==> src/design/group_dynamic_precision_detector_unit_defines.svh <==
// Assertion macros for the group dynamic precision detector.
`ifndef GROUP_DYNAMIC_PRECISION_DETECTOR_UNIT_DEFINES_SVH
`define GROUP_DYNAMIC_PRECISION_DETECTOR_UNIT_DEFINES_SVH

`ifndef ASSERT_OFF
`define GDPD_ASSERT(label, clk, rst_n, prop, msg) \
  label: assert property (@(posedge clk) disable iff (!rst_n) prop) \
    else $error(msg);
`define GDPD_ASSERT_ALWAYS(label, clk, prop, msg) \
  label: assert property (@(posedge clk) prop) else $error(msg);
`else
`define GDPD_ASSERT(label, clk, rst_n, prop, msg)
`define GDPD_ASSERT_ALWAYS(label, clk, prop, msg)
`endif

`endif

==> src/design/gdpd_pkg.sv <==
// Types, register indexes and helper functions for the precision detector.
package gdpd_pkg;

  localparam int unsigned FieldBits = 16;
  localparam int unsigned PosBits   = 5;
  localparam int unsigned CostBits  = 9;
  localparam int unsigned CfgIdxBits  = 3;
  localparam int unsigned CfgDataBits = 5;

  localparam logic [PosBits-1:0] NoBit = 5'd31;

  localparam logic [CfgIdxBits-1:0] CfgPeWidth      = 3'd0;
  localparam logic [CfgIdxBits-1:0] CfgSignedMode   = 3'd1;
  localparam logic [CfgIdxBits-1:0] CfgTrimLow      = 3'd2;
  localparam logic [CfgIdxBits-1:0] CfgSkipZeroWgt  = 3'd3;
  localparam logic [CfgIdxBits-1:0] CfgNetworkWidth = 3'd4;

  typedef struct packed {
    logic [4:0] act_bits;
    logic       signed_mode;
    logic       trim_low;
    logic       skip_zero_weight;
    logic [4:0] serial_mult;
  } gdpd_cfg_t;

  // 0 acts as 1, anything above 16 acts as 16
  function automatic logic [4:0] clamp_1_16(input logic [4:0] v);
    logic [4:0] r;
    if (v == 5'd0) begin
      r = 5'd1;
    end else if (v > 5'd16) begin
      r = 5'd16;
    end else begin
      r = v;
    end
    return r;
  endfunction

  function automatic logic [PosBits-1:0] lowest_set(input logic [FieldBits-1:0] f);
    logic [PosBits-1:0] r;
    r = NoBit;
    for (int i = FieldBits - 1; i >= 0; i--) begin
      if (f[i]) begin
        r = PosBits'(i);
      end
    end
    return r;
  endfunction

  function automatic logic [PosBits-1:0] highest_set(input logic [FieldBits-1:0] f);
    logic [PosBits-1:0] r;
    r = '0;
    for (int i = 0; i < FieldBits; i++) begin
      if (f[i]) begin
        r = PosBits'(i);
      end
    end
    return r;
  endfunction

  function automatic logic [PosBits-1:0] width_of(input logic [PosBits-1:0] low,
                                                  input logic [PosBits-1:0] high,
                                                  input logic trim,
                                                  input logic sgn);
    logic [PosBits-1:0] r;
    if (trim) begin
      if (low > high) begin
        r = PosBits'(5'd1 + {4'd0, sgn});
      end else begin
        r = high - low + 5'd1;
      end
    end else begin
      r = high + 5'd1;
    end
    return r;
  endfunction

endpackage

==> src/design/group_dynamic_precision_detector_unit.sv <==
// Group dynamic precision detector: per-element cost and per-group width.
//
//  channel | direction | handshake            | payload
//  --------+-----------+----------------------+-------------------------------------------
//  in      | request   | in_valid_i/in_stall_o | act_word, block_index, weight_zero, group_last
//  out     | result    | out_valid_o/out_stall_i | element_cost, group_width, group_done
//  cfg     | write     | cfg_valid_i/cfg_ready_o | cfg_index, cfg_data
//
// One request per cycle sustained while out_stall_i is low; a result passes through
// the input register, then the result register, before it reaches the outputs.
// Group low/high bit state is read and updated as a request moves into the
// result register, so consecutive requests of one group chain without gaps.
// Reset clears control state and sets the configuration to its defaults; no clearing pass.
// out_stall_i holds the result register, and the input register fills behind it.
`include "group_dynamic_precision_detector_unit_defines.svh"

module group_dynamic_precision_detector_unit #(
  parameter int unsigned WORD_BITS = 16
) (
  input  logic                         clk_i,
  input  logic                         rst_ni,
  input  logic                         in_valid_i,
  output logic                         in_stall_o,
  input  logic [WORD_BITS-1:0]         act_word_i,
  input  logic [3:0]                   block_index_i,
  input  logic                         weight_zero_i,
  input  logic                         group_last_i,
  output logic                         out_valid_o,
  input  logic                         out_stall_i,
  output logic [gdpd_pkg::CostBits-1:0] element_cost_o,
  output logic [gdpd_pkg::PosBits-1:0]  group_width_o,
  output logic                         group_done_o,
  input  logic                         cfg_valid_i,
  output logic                         cfg_ready_o,
  input  logic [gdpd_pkg::CfgIdxBits-1:0]  cfg_index_i,
  input  logic [gdpd_pkg::CfgDataBits-1:0] cfg_data_i
);
  import gdpd_pkg::*;

  localparam int unsigned ExtBits = WORD_BITS + FieldBits;

  gdpd_cfg_t cfg_q;

  logic                 s1_valid_q;
  logic [WORD_BITS-1:0] s1_word_q;
  logic [3:0]           s1_blk_q;
  logic                 s1_wz_q;
  logic                 s1_last_q;

  logic                 out_valid_q;
  logic [CostBits-1:0]  cost_q, cost_d;
  logic [PosBits-1:0]   gw_q, gw_d;
  logic                 done_q;

  logic [PosBits-1:0]   grp_low_q, grp_low_d;
  logic [PosBits-1:0]   grp_high_q, grp_high_d;
  logic [PosBits-1:0]   grp_low_upd, grp_high_upd;

  logic                 out_adv;
  logic                 s1_adv;

  logic [4:0]           pw, nw;
  logic                 sgn;
  logic [7:0]           shift;
  logic [ExtBits-1:0]   word_ext;
  logic [ExtBits-1:0]   word_sh;
  logic [FieldBits-1:0] mask;
  logic [FieldBits-1:0] field_raw;
  logic [FieldBits-1:0] field;
  logic [PosBits-1:0]   el_low, el_high;
  logic [PosBits-1:0]   el_width;
  logic [9:0]           el_prod;

  assign out_adv    = !out_valid_q || !out_stall_i;
  assign s1_adv     = !s1_valid_q || out_adv;
  assign in_stall_o = !s1_adv;
  assign cfg_ready_o = 1'b1;

  // configuration registers
  always_ff @(posedge clk_i or negedge rst_ni) begin
    if (!rst_ni) begin
      cfg_q.act_bits         <= 5'd16;
      cfg_q.signed_mode      <= 1'b0;
      cfg_q.trim_low         <= 1'b0;
      cfg_q.skip_zero_weight <= 1'b0;
      cfg_q.serial_mult      <= 5'd16;
    end else if (cfg_valid_i && cfg_ready_o) begin
      case (cfg_index_i)
        CfgPeWidth:      cfg_q.act_bits         <= cfg_data_i;
        CfgSignedMode:   cfg_q.signed_mode      <= cfg_data_i[0];
        CfgTrimLow:      cfg_q.trim_low         <= cfg_data_i[0];
        CfgSkipZeroWgt:  cfg_q.skip_zero_weight <= cfg_data_i[0];
        CfgNetworkWidth: cfg_q.serial_mult      <= cfg_data_i;
        default: ;
      endcase
    end
  end

  // input register
  always_ff @(posedge clk_i or negedge rst_ni) begin
    if (!rst_ni) begin
      s1_valid_q <= 1'b0;
    end else if (s1_adv) begin
      s1_valid_q <= in_valid_i;
    end
  end

  always_ff @(posedge clk_i) begin
    if (s1_adv && in_valid_i) begin
      s1_word_q <= act_word_i;
      s1_blk_q  <= block_index_i;
      s1_wz_q   <= weight_zero_i;
      s1_last_q <= group_last_i;
    end
  end

  // field extraction and bit detection
  always_comb begin
    pw        = clamp_1_16(cfg_q.act_bits);
    nw        = clamp_1_16(cfg_q.serial_mult);
    sgn       = cfg_q.signed_mode;
    shift     = 8'(pw * s1_blk_q);
    word_ext  = {{FieldBits{1'b0}}, s1_word_q};
    word_sh   = word_ext >> shift;
    mask      = FieldBits'((17'd1 << pw) - 17'd1);
    field_raw = word_sh[FieldBits-1:0] & mask;
    if (sgn && field_raw[4'(pw - 5'd1)]) begin
      field = field_raw ^ mask;
    end else begin
      field = field_raw;
    end
    el_low   = lowest_set(field);
    el_high  = highest_set(field) + {4'd0, sgn};
    el_width = width_of(el_low, el_high, cfg_q.trim_low, sgn);
    el_prod  = {5'd0, el_width} * {5'd0, nw};
    if (cfg_q.skip_zero_weight && s1_wz_q) begin
      cost_d = '0;
    end else begin
      cost_d = el_prod[CostBits-1:0];
    end

    grp_low_upd  = (el_low != NoBit && el_low < grp_low_q) ? el_low : grp_low_q;
    grp_high_upd = (el_high > grp_high_q) ? el_high : grp_high_q;

    if (s1_last_q) begin
      gw_d       = width_of(grp_low_upd, grp_high_upd, cfg_q.trim_low, sgn);
      grp_low_d  = NoBit;
      grp_high_d = '0;
    end else begin
      gw_d       = '0;
      grp_low_d  = grp_low_upd;
      grp_high_d = grp_high_upd;
    end
  end

  // group state
  always_ff @(posedge clk_i or negedge rst_ni) begin
    if (!rst_ni) begin
      grp_low_q  <= NoBit;
      grp_high_q <= '0;
    end else if (out_adv && s1_valid_q) begin
      grp_low_q  <= grp_low_d;
      grp_high_q <= grp_high_d;
    end
  end

  // result register
  always_ff @(posedge clk_i or negedge rst_ni) begin
    if (!rst_ni) begin
      out_valid_q <= 1'b0;
    end else if (out_adv) begin
      out_valid_q <= s1_valid_q;
    end
  end

  always_ff @(posedge clk_i) begin
    if (out_adv && s1_valid_q) begin
      cost_q <= cost_d;
      gw_q   <= gw_d;
      done_q <= s1_last_q;
    end
  end

  assign out_valid_o    = out_valid_q;
  assign element_cost_o = cost_q;
  assign group_width_o  = gw_q;
  assign group_done_o   = done_q;

  `GDPD_ASSERT(a_group_clears, clk_i, rst_ni, (out_adv && s1_valid_q && s1_last_q) |=> (grp_low_q == NoBit && grp_high_q == '0), "group state not cleared after group end")
  `GDPD_ASSERT(a_width_only_done, clk_i, rst_ni, (out_valid_q && !done_q) |-> (gw_q == '0), "group width set outside group end")
  `GDPD_ASSERT(a_stall_cause, clk_i, rst_ni, in_stall_o |-> (s1_valid_q && out_valid_q && out_stall_i), "input stalled without a full pipeline")
  `GDPD_ASSERT_ALWAYS(a_reset_empty, clk_i, !rst_ni |=> (!out_valid_o && !s1_valid_q), "pipeline not empty after reset")

endmodule

==> config.mk <==
export PLATFORM = sky130hd
export DESIGN_NAME = group_dynamic_precision_detector_unit
export DESIGN_NICKNAME = d
export VERILOG_FILES = /design/src/design/gdpd_pkg.sv /design/src/design/group_dynamic_precision_detector_unit.sv
export VERILOG_INCLUDE_DIRS = /design/src /design/src/design
export SDC_FILE = /design/constraint.sdc
export NUM_CORES = 1
export LEC_CHECK = 0
export ABC_AREA = 1
export BUFFER_PORTS_ARGS = -buffer_cell sky130_fd_sc_hd__buf_2
export CORE_AREA = 5 5 119 121
export CTS_CLUSTER_DIAMETER = 100
export DETAILED_ROUTE_END_ITERATION = 6
export DIE_AREA = 0 0 124 126
export GPL_ROUTABILITY_DRIVEN = 0
export HOLD_SLACK_MARGIN = 0.12
export PLACE_DENSITY = 0.78
export SETUP_SLACK_MARGIN = 0.15
export SLEW_MARGIN = 25
export SYNTH_ARGS = -nofsm -noshare
export SYNTH_HDL_FRONTEND = slang
export SYNTH_SLANG_ARGS = --single-unit
==> constraint.sdc <==
create_clock -name clk_i -period 11 [get_ports clk_i]
set_clock_uncertainty 0.15 [all_clocks]
set_input_delay 1.65 -clock clk_i [delete_from_list [all_inputs] [get_ports clk_i]]
set_output_delay 1.65 -clock clk_i [all_outputs]
set_load 0.01 [all_outputs]
==> results of run 1 <==
-- repair_timing --
| action | 4_1_cts | 5_1_grt |
|---|---|---|
| resized for setup | 16 | 68 |
| pin swaps | 20 | 50 |
| endpoints found under the setup margin | 2 | 5 |
| setup buffers | 10 | 22 |
| gates cloned | 0 | 1 |
-- kinds of logic after synthesis --
kind of cell    after synthesis
xor+xnor                     25
simple gates                579
buf+inv                     189
compound gates              102
flops                        62
other cells                   1
fa+ha+maj                    84
-- path summary, 6_finish.rpt --
path | startpoint | cells past startpoint | endpoint
max | cfg_q[12] | 65 | element_cost_o[8]
min | s1_valid_q | 2 | out_valid_o
max reg2reg | cfg_q[12] | 65 | element_cost_o[8]
min reg2reg | s1_valid_q | 2 | out_valid_o
max in group asynchronous | rst_ni | 1 | cfg_q[10]
min in group asynchronous | rst_ni | 1 | grp_high_q[0]
-- registers in the layout, indices dropped and copies added, names as in the netlist --
register and count:
cfg_q 12, element_cost_o 9, group_done_o 1, group_width_o 5, grp_high_q 5, grp_low_q 5, out_valid_o 1, s1_blk_q 4
s1_last_q 1, s1_valid_q 1, s1_word_q 16, s1_wz_q 1, sgn 1
-- metal layers --
metal  global-route usage [%]  up-vias  share of wire [%]
met5                        0        -                  0
met4                     6.96        0                2.0
met3                     3.81       36                6.5
met2                     38.4      291                 48
met1                     32.4     3369                 44
li1                         -     3601                  -
-- cell type report --
type | instances | area [um^2] | share of cell area (%)
multi-input cells | 791 | 5030 | 57.6
flip-flops and latches | 62 | 1750 | 20.0
repair buffers | 110 | 751 | 8.59
inverters | 168 | 643 | 7.36
clock buffers | 12 | 268 | 3.07
well taps | 176 | 220 | 2.52
clock inverters | 4 | 75.1 | 0.859
-- metrics by stage --
step	setup TNS (ns)	cells	hold WS (ns)	instance area (um^2)
after floorplan	0	1042	0.284	7260
after global placement	0	1274	0.311	7800
after detailed placement	-0.107	1274	0.326	7800
after CTS	0	1300	0.334	8270
after global routing	-0.734	1323	0.359	8730
final	0	1323	0.329	8730
-- tightest hold or removal path, cell delays in order (launching register included) --
cell	delay [ns]
dfrtp_1	0.32
inv_1	0.06
nand2_1	0.06
-- layout by cell type (no fill, tap or decap), types with 3 or more instances in the layout --
cell type	count
nor2_2	11
clkbuf_16	11
a31oi_1	4
nor2_4	8
nand3_1	130
dfrtp_1	18
nor3_1	9
a21oi_2	4
inv_1	147
nand4_1	17
xor2_1	12
or2_1	4
a21oi_1	33
clkinv_1	3
ha_1	60
o22ai_1	4
buf_4	51
nand3_2	29
nand2_2	29
inv_4	4
nor2_1	89
edfxtp_1	37
ha_4	7
fa_1	15
dfstp_2	7
xnor2_1	12
o211ai_1	6
nand2_4	8
inv_2	14
buf_6	6
o21ai_0	30
nand2_1	233
buf_2	51
o21ai_1	7
==> results.md, run 1 <==
- Reg2reg setup slack: 0.20 ns
- Largest family of logic cells by synthesized area: simple AND/OR/NAND/NOR gates
- Shortest period the worst path allows: 10.80 ns
- CP peak stage delay: 0.57 ns
- Post-synth EDFFs: 37
- Cell Area, Synth: 7260 um^2
- Starting Density: 55.9%
- Setup WS pre-CTS: -0.107 ns
- Clock tree root buffer cell: clkbuf_16
- CTS Buf Count: 9
- Hold/Removal Path Class: register to register
- Total core area: 13000 um^2
- Compound-cell area share of the yosys netlist: 8.12%
- CTS tree: done
- Wire length per cell: 14.5 um
- # setup viols final: 0
- Post-Syn Area per Cell: 6.97 um^2
- Vias per cell: 5.52
- Post-synthesis cell count: 1042
- Die height: 126 um
- Area growth syn-to-layout: 20.3%
- Top-count cell post-synth: nand2_1
- Most frequent CP cell: nand2_1
- Final worst-path cycle share: 98.2%
- WL final: 19.1 mm
- Die area: 15600 um^2
- Post-synth top area share: 15.3%
- Asr flop ratio synth: 40.3%
- Clock slew at reported path FFs: 0.06 ns
- #FFs+latches synth: 62
- Total track usage: 23.7%
- Remaining DRCs: 0
- Pin count of the biggest net entering global routing: 26
- Arr. time, crit path: 10.75 ns
- Rows: 42
- Simple-gate area share of the yosys netlist: 37.8%
- Worst-margin pin slew: 1.01 ns
- CP Launch Type: register
- Antenna Nets Post-Route: 0
- Global route overflow: 0
- Main synth FF type: edfxtp_1
- CP Max Fanout: 8
- Number of global-route vias before repair: 6626
- DRT Pass-1 Iters: 6
- Post-Synth XOR/XNOR Area: 3.12%
- Clk buf depth: 2
- Clk_lat worst skew: 0.35 ns
- Ratio of cells with drive above 1 in the final layout: 23.1%
- Synth cell count leaders: 244 x nand2_1, 156 x inv_1, 143 x nand3_1
- CTS hold repair buffers: 0
- CP Capture Type: register
- DR iter-0 viols: 519
- Initial antenna violation count: 0
- Rel. slew slack: 32.4%
- Worst Path Buf+Inv: 10
- Dominant cells by area after synthesis: edfxtp_1 15%, nand2_1 13%, ha_1 12%
- Crit path kind: register to register
- Yosys warning count: 0
- Layout Utilization: 67.3%
- Nets@finish: 1261
- Final Hold Vio Count: 0
- Peak Freq: 92.6 MHz
- First-pass GRT wire length: 30.0 mm
- Yosys cell types: 56
- Worst path required time: 10.95 ns
- Delay-heaviest family, CP: adder cells
- Worst-path cell with the longest stage delay: fa_1
- H-tree depth: 3
- Fillcell total: 1087
- Unrepaired setup endpoints after global routing: yes
- Post-DP HPWL: 13.5 mm
- Die X-Extent: 124 um
- Yosys top cell by area: edfxtp_1
- Port Buffers: 51
- IO Count: 53
- Proportion of synthesized area in mux cells: 0%
- Worst setup margin: 0.199 ns
- Synth Area in Adders: 16.1%
- Post-Syn Nets: 1161
- Max Slew Vio Count: 0
- # diodes: 0
- Vias: 7297
- MaxCap Viol Count: 0
- Post-synthesis sequential area ratio: 24.0%
- Status: complete, no violations
- Clock sinks: 62
Power of run 1 is left out: the tool's default activity adds up to more than one toggle a clock period on the data nets, which glitch-free logic cannot reach.
==> run 2: changes to the inputs <==
==> constraint.sdc (replaced) <==
create_clock -name clk_i -period 11 [get_ports clk_i]
set_clock_uncertainty 0.15 [all_clocks]
set_input_delay 0.55 -clock clk_i [delete_from_list [all_inputs] [get_ports clk_i]]
set_output_delay 0.55 -clock clk_i [all_outputs]
set_load 0.01 [all_outputs]
==> run 2 against run 1 <==
Compared with the run above:
- cell count about the same
- setup slack improved by 0.021 ns
- global-route usage is essentially flat
- fmax increased by 0.19%
- sequential share of layout area about the same
- critical path depth unchanged
- core utilization up 0.077 points
- non-clock buffer count grew 1
- critical endpoint unchanged
==> results.md, run 2 (synthesis results as in run 1) <==
- Most flop-heavy register: s1_word_q
- Worst-path cell with the longest stage delay: fa_1
- Clock tree root buffer cell: clkbuf_16
- Commonest non-fill, non-tap cell in the layout: nand2_1
- DRT Pass-1 Iters: 6 (unchanged)
- Nets@finish: 1262 (+0.079%)
- CP Launch Type: register
- Rel. slew slack: 34.8% (+2.4 points)
- Area growth syn-to-layout: 20.4%
- Clock sinks: 62 (unchanged)
- Peak Freq: 92.8 MHz (+0.19%)
- FF-to-FF Start: cfg_q[12]
- WHS: 0.223 ns (-0.107 ns)
- Final Cell Area: 8740 um^2 (+0.11%)
- Die height: 126 um (unchanged)
- First-pass GRT wire length: 30.1 mm (about the same)
- Most frequent CP cell: nand2_1
- CP peak stage delay: 0.57 ns (about the same)
- Arr. time, crit path: 10.72 ns (-0.03 ns)
- Crit path kind: register to register
- Unrepaired setup endpoints after global routing: yes
- Rows: 42 (unchanged)
- Initial antenna violation count: 0 (unchanged)
- Vias: 7280 (-0.23%)
- Hold Path End: s1_word_q[3]
- Shortest period the worst path allows: 10.78 ns (-0.0208 ns)
- Die area: 15600 um^2 (unchanged)
- Delay-heaviest family, CP: adder cells
- Post-DP HPWL: 13.5 mm (unchanged)
- Port Buffers: 51 (unchanged)
- Pin count of the biggest net entering global routing: 26 (unchanged)
- Reg2reg setup slack: 0.22 ns (+0.02 ns)
- Number of global-route vias before repair: 6632 (+0.091%)
- Clk buf depth: 2 (unchanged)
- Final worst-path cycle share: 98.0% (-0.19 points)
- Hold Startpoint: act_word_i[3]
- Worst-margin pin slew: 0.977 ns (-0.0364 ns)
- Worst path required time: 10.94 ns (about the same)
- Clk_lat worst skew: 0.35 ns (about the same)
- Final Hold Vio Count: 0 (unchanged)
- # diodes: 0 (unchanged)
- Remaining DRCs: 0 (unchanged)
- Layout Utilization: 67.4% (+0.077 points)
- Post-DP Area: 7800 um^2 (unchanged)
- Max Slew Vio Count: 0 (unchanged)
- Die X-Extent: 124 um (unchanged)
- Max reg flops: 16 (unchanged)
- Status: complete, no violations
- Wire length per cell: 14.5 um (about the same)
- Hold/Removal Path Class: input pin to register
- WL final: 19.1 mm (about the same)
- Antenna Nets Post-Route: 0 (unchanged)
- Starting Density: 55.9% (unchanged)
- Vias per cell: 5.50 (-0.31%)
- Critical R2R Capture: element_cost_o[8]
- # setup viols final: 0 (unchanged)
- CP Max Fanout: 8 (unchanged)
- Worst Path Buf+Inv: 12 (+2)
- Commonest cells after routing, fill and taps aside: 233 x nand2_1, 147 x inv_1, 130 x nand3_1, 89 x nor2_1, 60 x ha_1
- CP Capture Type: register
- CTS tree: done
- Fillcell total: 1088 (+0.092%)
- Total negative slack: 0 ns (unchanged)
- MaxCap Viol Count: 0 (unchanged)
- Total core area: 13000 um^2 (unchanged)
- CTS Buf Count: 9 (unchanged)
- IO Count: 53 (unchanged)
- Clock slew at reported path FFs: 0.06 ns (about the same)
- Total track usage: 23.7% (about the same)
- Hold depth: 1 (-1)
- H-tree depth: 3 (unchanged)
- DR iter-0 viols: 602 (+16%)
- Global route overflow: 0 (unchanged)
- Worst-case reg-to-reg path depth: 65 (unchanged)
- Ratio of cells with drive above 1 in the final layout: 23.1% (about the same)
## run 2: worst max-delay path by stage
stage | endpoint | start | slack, ns | cells after the start
after floorplan | element_cost_o[8] | cfg_q[10] | 0.15 | 68
after global placement | element_cost_o[8] | cfg_q[10] | 0.05 | 64
after detailed placement | element_cost_o[8] | cfg_q[9] | -0.11 | 64
after CTS | element_cost_o[8] | cfg_q[9] | 0.18 | 67
after global routing | element_cost_o[8] | cfg_q[10] | -0.53 | 67
final | element_cost_o[8] | cfg_q[12] | 0.22 | 65
## run 2: per-layer routing
layer  GRT usage [%]  share of wire, %  vias up
met5               0                 0        -
met4            6.96               1.9        0
met3            3.81               6.7       35
met2            38.5                48      284
met1            32.4                43     3357
li1                -                 -     3604
## run 2: cell type report
| class | count | area [um^2] | area share [%] |
|---|---|---|---|
| clock inverters | 4 | 75.1 | 0.858 |
| clock buffers | 12 | 268 | 3.06 |
| well taps | 176 | 220 | 2.52 |
| inverters | 168 | 643 | 7.35 |
| repair buffers | 111 | 761 | 8.70 |
| multi-input cells | 791 | 5030 | 57.5 |
| flip-flops and latches | 62 | 1750 | 20.0 |
## run 2: metrics by stage
step           cells  worst slack [ns]
2_1_floorplan   1042             0.150
3_3_place_gp    1274            0.0547
3_5_place_dp    1274            -0.107
4_1_cts         1301             0.179
5_1_grt         1324            -0.527
6_report        1324             0.220
## run 2: timing repair
action	4_1_cts	5_1_grt
pin swaps	20	50
endpoints found under the setup margin	2	5
hold endpoints to repair	18	0
hold buffers	1	0
buffers inserted	10	22
gates resized for setup	16	68
cloned	0	1
Power of run 2 is left out for the same reason.
==> run 3: changes to the inputs <==
Settings changed: CORE_AREA 5 5 119 121 to 5 5 117 119, DIE_AREA 0 0 124 126 to 0 0 122 124.
Clock period 11 ns to 12.5 ns, I/O delays scaled along.
==> run 3 against run 2 <==
Compared with the run above:
- final area is 7.9% lower
- clock-buffer cell count is 3 lower
- first-iteration DRC count is 21% lower
- core utilization is 2.8 points lower
- cell count is 3.9% lower
- routed wire length is 9.6% lower
- highest routed layer unchanged
- critical path depth is 3 higher
- flip-flop and latch count stayed put
- fmax is 5.9% lower
- critical endpoint unchanged
==> results.md, run 3 (synthesis results as in run 1) <==
- Hold/Removal Path Class: input pin to asynchronous set/reset pin
- DR iter-0 viols: 475 (-21%)
- Clock tree root buffer cell: clkbuf_16
- Worst-margin pin slew: 0.949 ns (-0.0285 ns)
- CTS hold repair buffers: 0 (-1)
- CP Launch Type: register
- Delay-heaviest family, CP: adder cells
- CP Capture Type: register
- Port Buffers: 51 (unchanged)
- First-pass GRT wire length: 28.6 mm (-4.8%)
- Layout Utilization: 64.6% (-2.8 points)
- Peak Freq: 87.3 MHz (-5.9%)
- Vias: 6883 (-5.5%)
- Final worst-path cycle share: 91.7% (-6.3 points)
- Worst-case reg-to-reg path depth: 68 (+4.6%)
- Multi-input logic area: 4810 um^2 (-4.4%)
- H-tree depth: 3 (unchanged)
- Ratio of cells with drive above 1 in the final layout: 15.4% (-7.6 points)
- IO Count: 53 (unchanged)
- Reg2reg setup slack: 1.04 ns (+0.82 ns)
- Rows: 41 (-2.4%)
- Clk buf depth: 2 (unchanged)
- CP peak stage delay: 0.55 ns (-0.02 ns)
- Max reg flops: 16 (unchanged)
- Setup crit start: cfg_q[10]
- Commonest cells after routing, fill and taps aside: 242 x nand2_1, 156 x inv_1, 142 x nand3_1, 94 x nor2_1, 68 x ha_1
- Worst-path cell with the longest stage delay: fa_1
- Rel. slew slack: 36.7% (+1.9 points)
- Global route overflow: 0 (unchanged)
- Total negative slack: 0 ns (unchanged)
- Pin count of the biggest net entering global routing: 28 (+7.7%)
- CTS tree: done
- Antenna Nets Post-Route: 0 (unchanged)
- Unrepaired setup endpoints after global routing: no
- Post-DP HPWL: 13.5 mm (about the same)
- Seq. cell area: 1750 um^2 (unchanged)
- # setup viols final: 0 (unchanged)
- Clock sinks: 62 (unchanged)
- Clk_lat worst skew: 0.34 ns (about the same)
- Die area: 15100 um^2 (-3.2%)
- Status: complete, no violations
- Wire length per cell: 13.6 um (-6.0%)
- DRT Pass-1 Iters: 5 (-1)
- WHS: 0.137 ns (-0.0861 ns)
- Worst Setup EP: element_cost_o[8]
- Crit path kind: register to register
- CP Max Fanout: 15 (+7)
- Commonest non-fill, non-tap cell in the layout: nand2_1
- Nets@finish: 1215 (-3.7%)
- CTS Buf Count: 9 (unchanged)
- Worst path required time: 12.44 ns (+1.50 ns)
- FF-to-FF Start: cfg_q[10]
- Area growth syn-to-layout: 10.9%
- Arr. time, crit path: 11.40 ns (+0.68 ns)
- Vias per cell: 5.41 (-1.7%)
- Max Slew Vio Count: 0 (unchanged)
- Total track usage: 23.4% (-0.30 points)
- Remaining DRCs: 0 (unchanged)
- Most flop-heavy register: s1_word_q
- Worst path depth: 68 (+4.6%)
- Critical R2R Capture: element_cost_o[8]
- # diodes: 0 (unchanged)
- Die X-Extent: 122 um (-1.6%)
- Fillcell total: 1116 (+2.6%)
- Final Hold Vio Count: 0 (unchanged)
- Die height: 124 um (-1.6%)
- Number of global-route vias before repair: 6160 (-7.1%)
- Clock slew at reported path FFs: 0.06 ns (about the same)
- Worst Path Buf+Inv: 12 (unchanged)
- Shortest period the worst path allows: 11.46 ns (+0.677 ns)
- WL final: 17.3 mm (-9.6%)
- Worst setup margin: 1.04 ns (+0.823 ns)
- Total core area: 12500 um^2 (-4.0%)
- MaxCap Viol Count: 0 (unchanged)
- Starting Density: 58.2% (+2.3 points)
- Setup WS pre-CTS: 0.579 ns (+0.686 ns)
- Initial antenna violation count: 0 (unchanged)
==> run 3: per-stage QoR <==
| step | area, um^2 | instances |
|---|---|---|
| floorplan | 7260 | 1042 |
| global placement | 7610 | 1247 |
| detailed placement | 7610 | 1247 |
| CTS | 7900 | 1263 |
| global route | 8050 | 1273 |
| finish | 8050 | 1273 |
==> run 3: per-layer routing <==
| layer | share of wire, % | track usage, % | up-vias | routed length [um] |
|---|---|---|---|---|
| met5 | 0 | 0 | - | 0 |
| met1 | 47 | 33.4 | 3151 | 8080 |
| li1 | - | - | 3503 | - |
| met3 | 6.2 | 3.36 | 19 | 1080 |
| met4 | 1.5 | 6.65 | 0 | 258 |
| met2 | 46 | 37.1 | 210 | 7880 |
==> run 3: worst min-delay path by stage <==
stage | from | to | slack, ns | depth (start not counted)
after floorplan | rst_ni | cfg_q[0] | 0.18 | 0
after global placement | s1_valid_q | out_valid_o | 0.31 | 2
after detailed placement | s1_valid_q | out_valid_o | 0.33 | 2
after CTS | rst_ni | grp_high_q[3] | 0.15 | 1
after global routing | rst_ni | grp_high_q[4] | 0.18 | 1
final | rst_ni | grp_high_q[3] | 0.14 | 1
==> run 3: cell type report <==
| cell class | count | area share [%] |
|---|---|---|
| multi-input cells | 792 | 59.7 |
| inverters | 168 | 7.86 |
| repair buffers | 63 | 4.44 |
| clock inverters | 7 | 0.808 |
| clock buffers | 9 | 2.80 |
| flip-flops and latches | 62 | 21.7 |
| well taps | 172 | 2.67 |
==> run 3: what timing repair did <==
item,CTS,global route
buffers inserted,0,9
gates resized for setup,0,15
setup endpoints to repair,0,4
Power of run 3 is left out for the same reason.
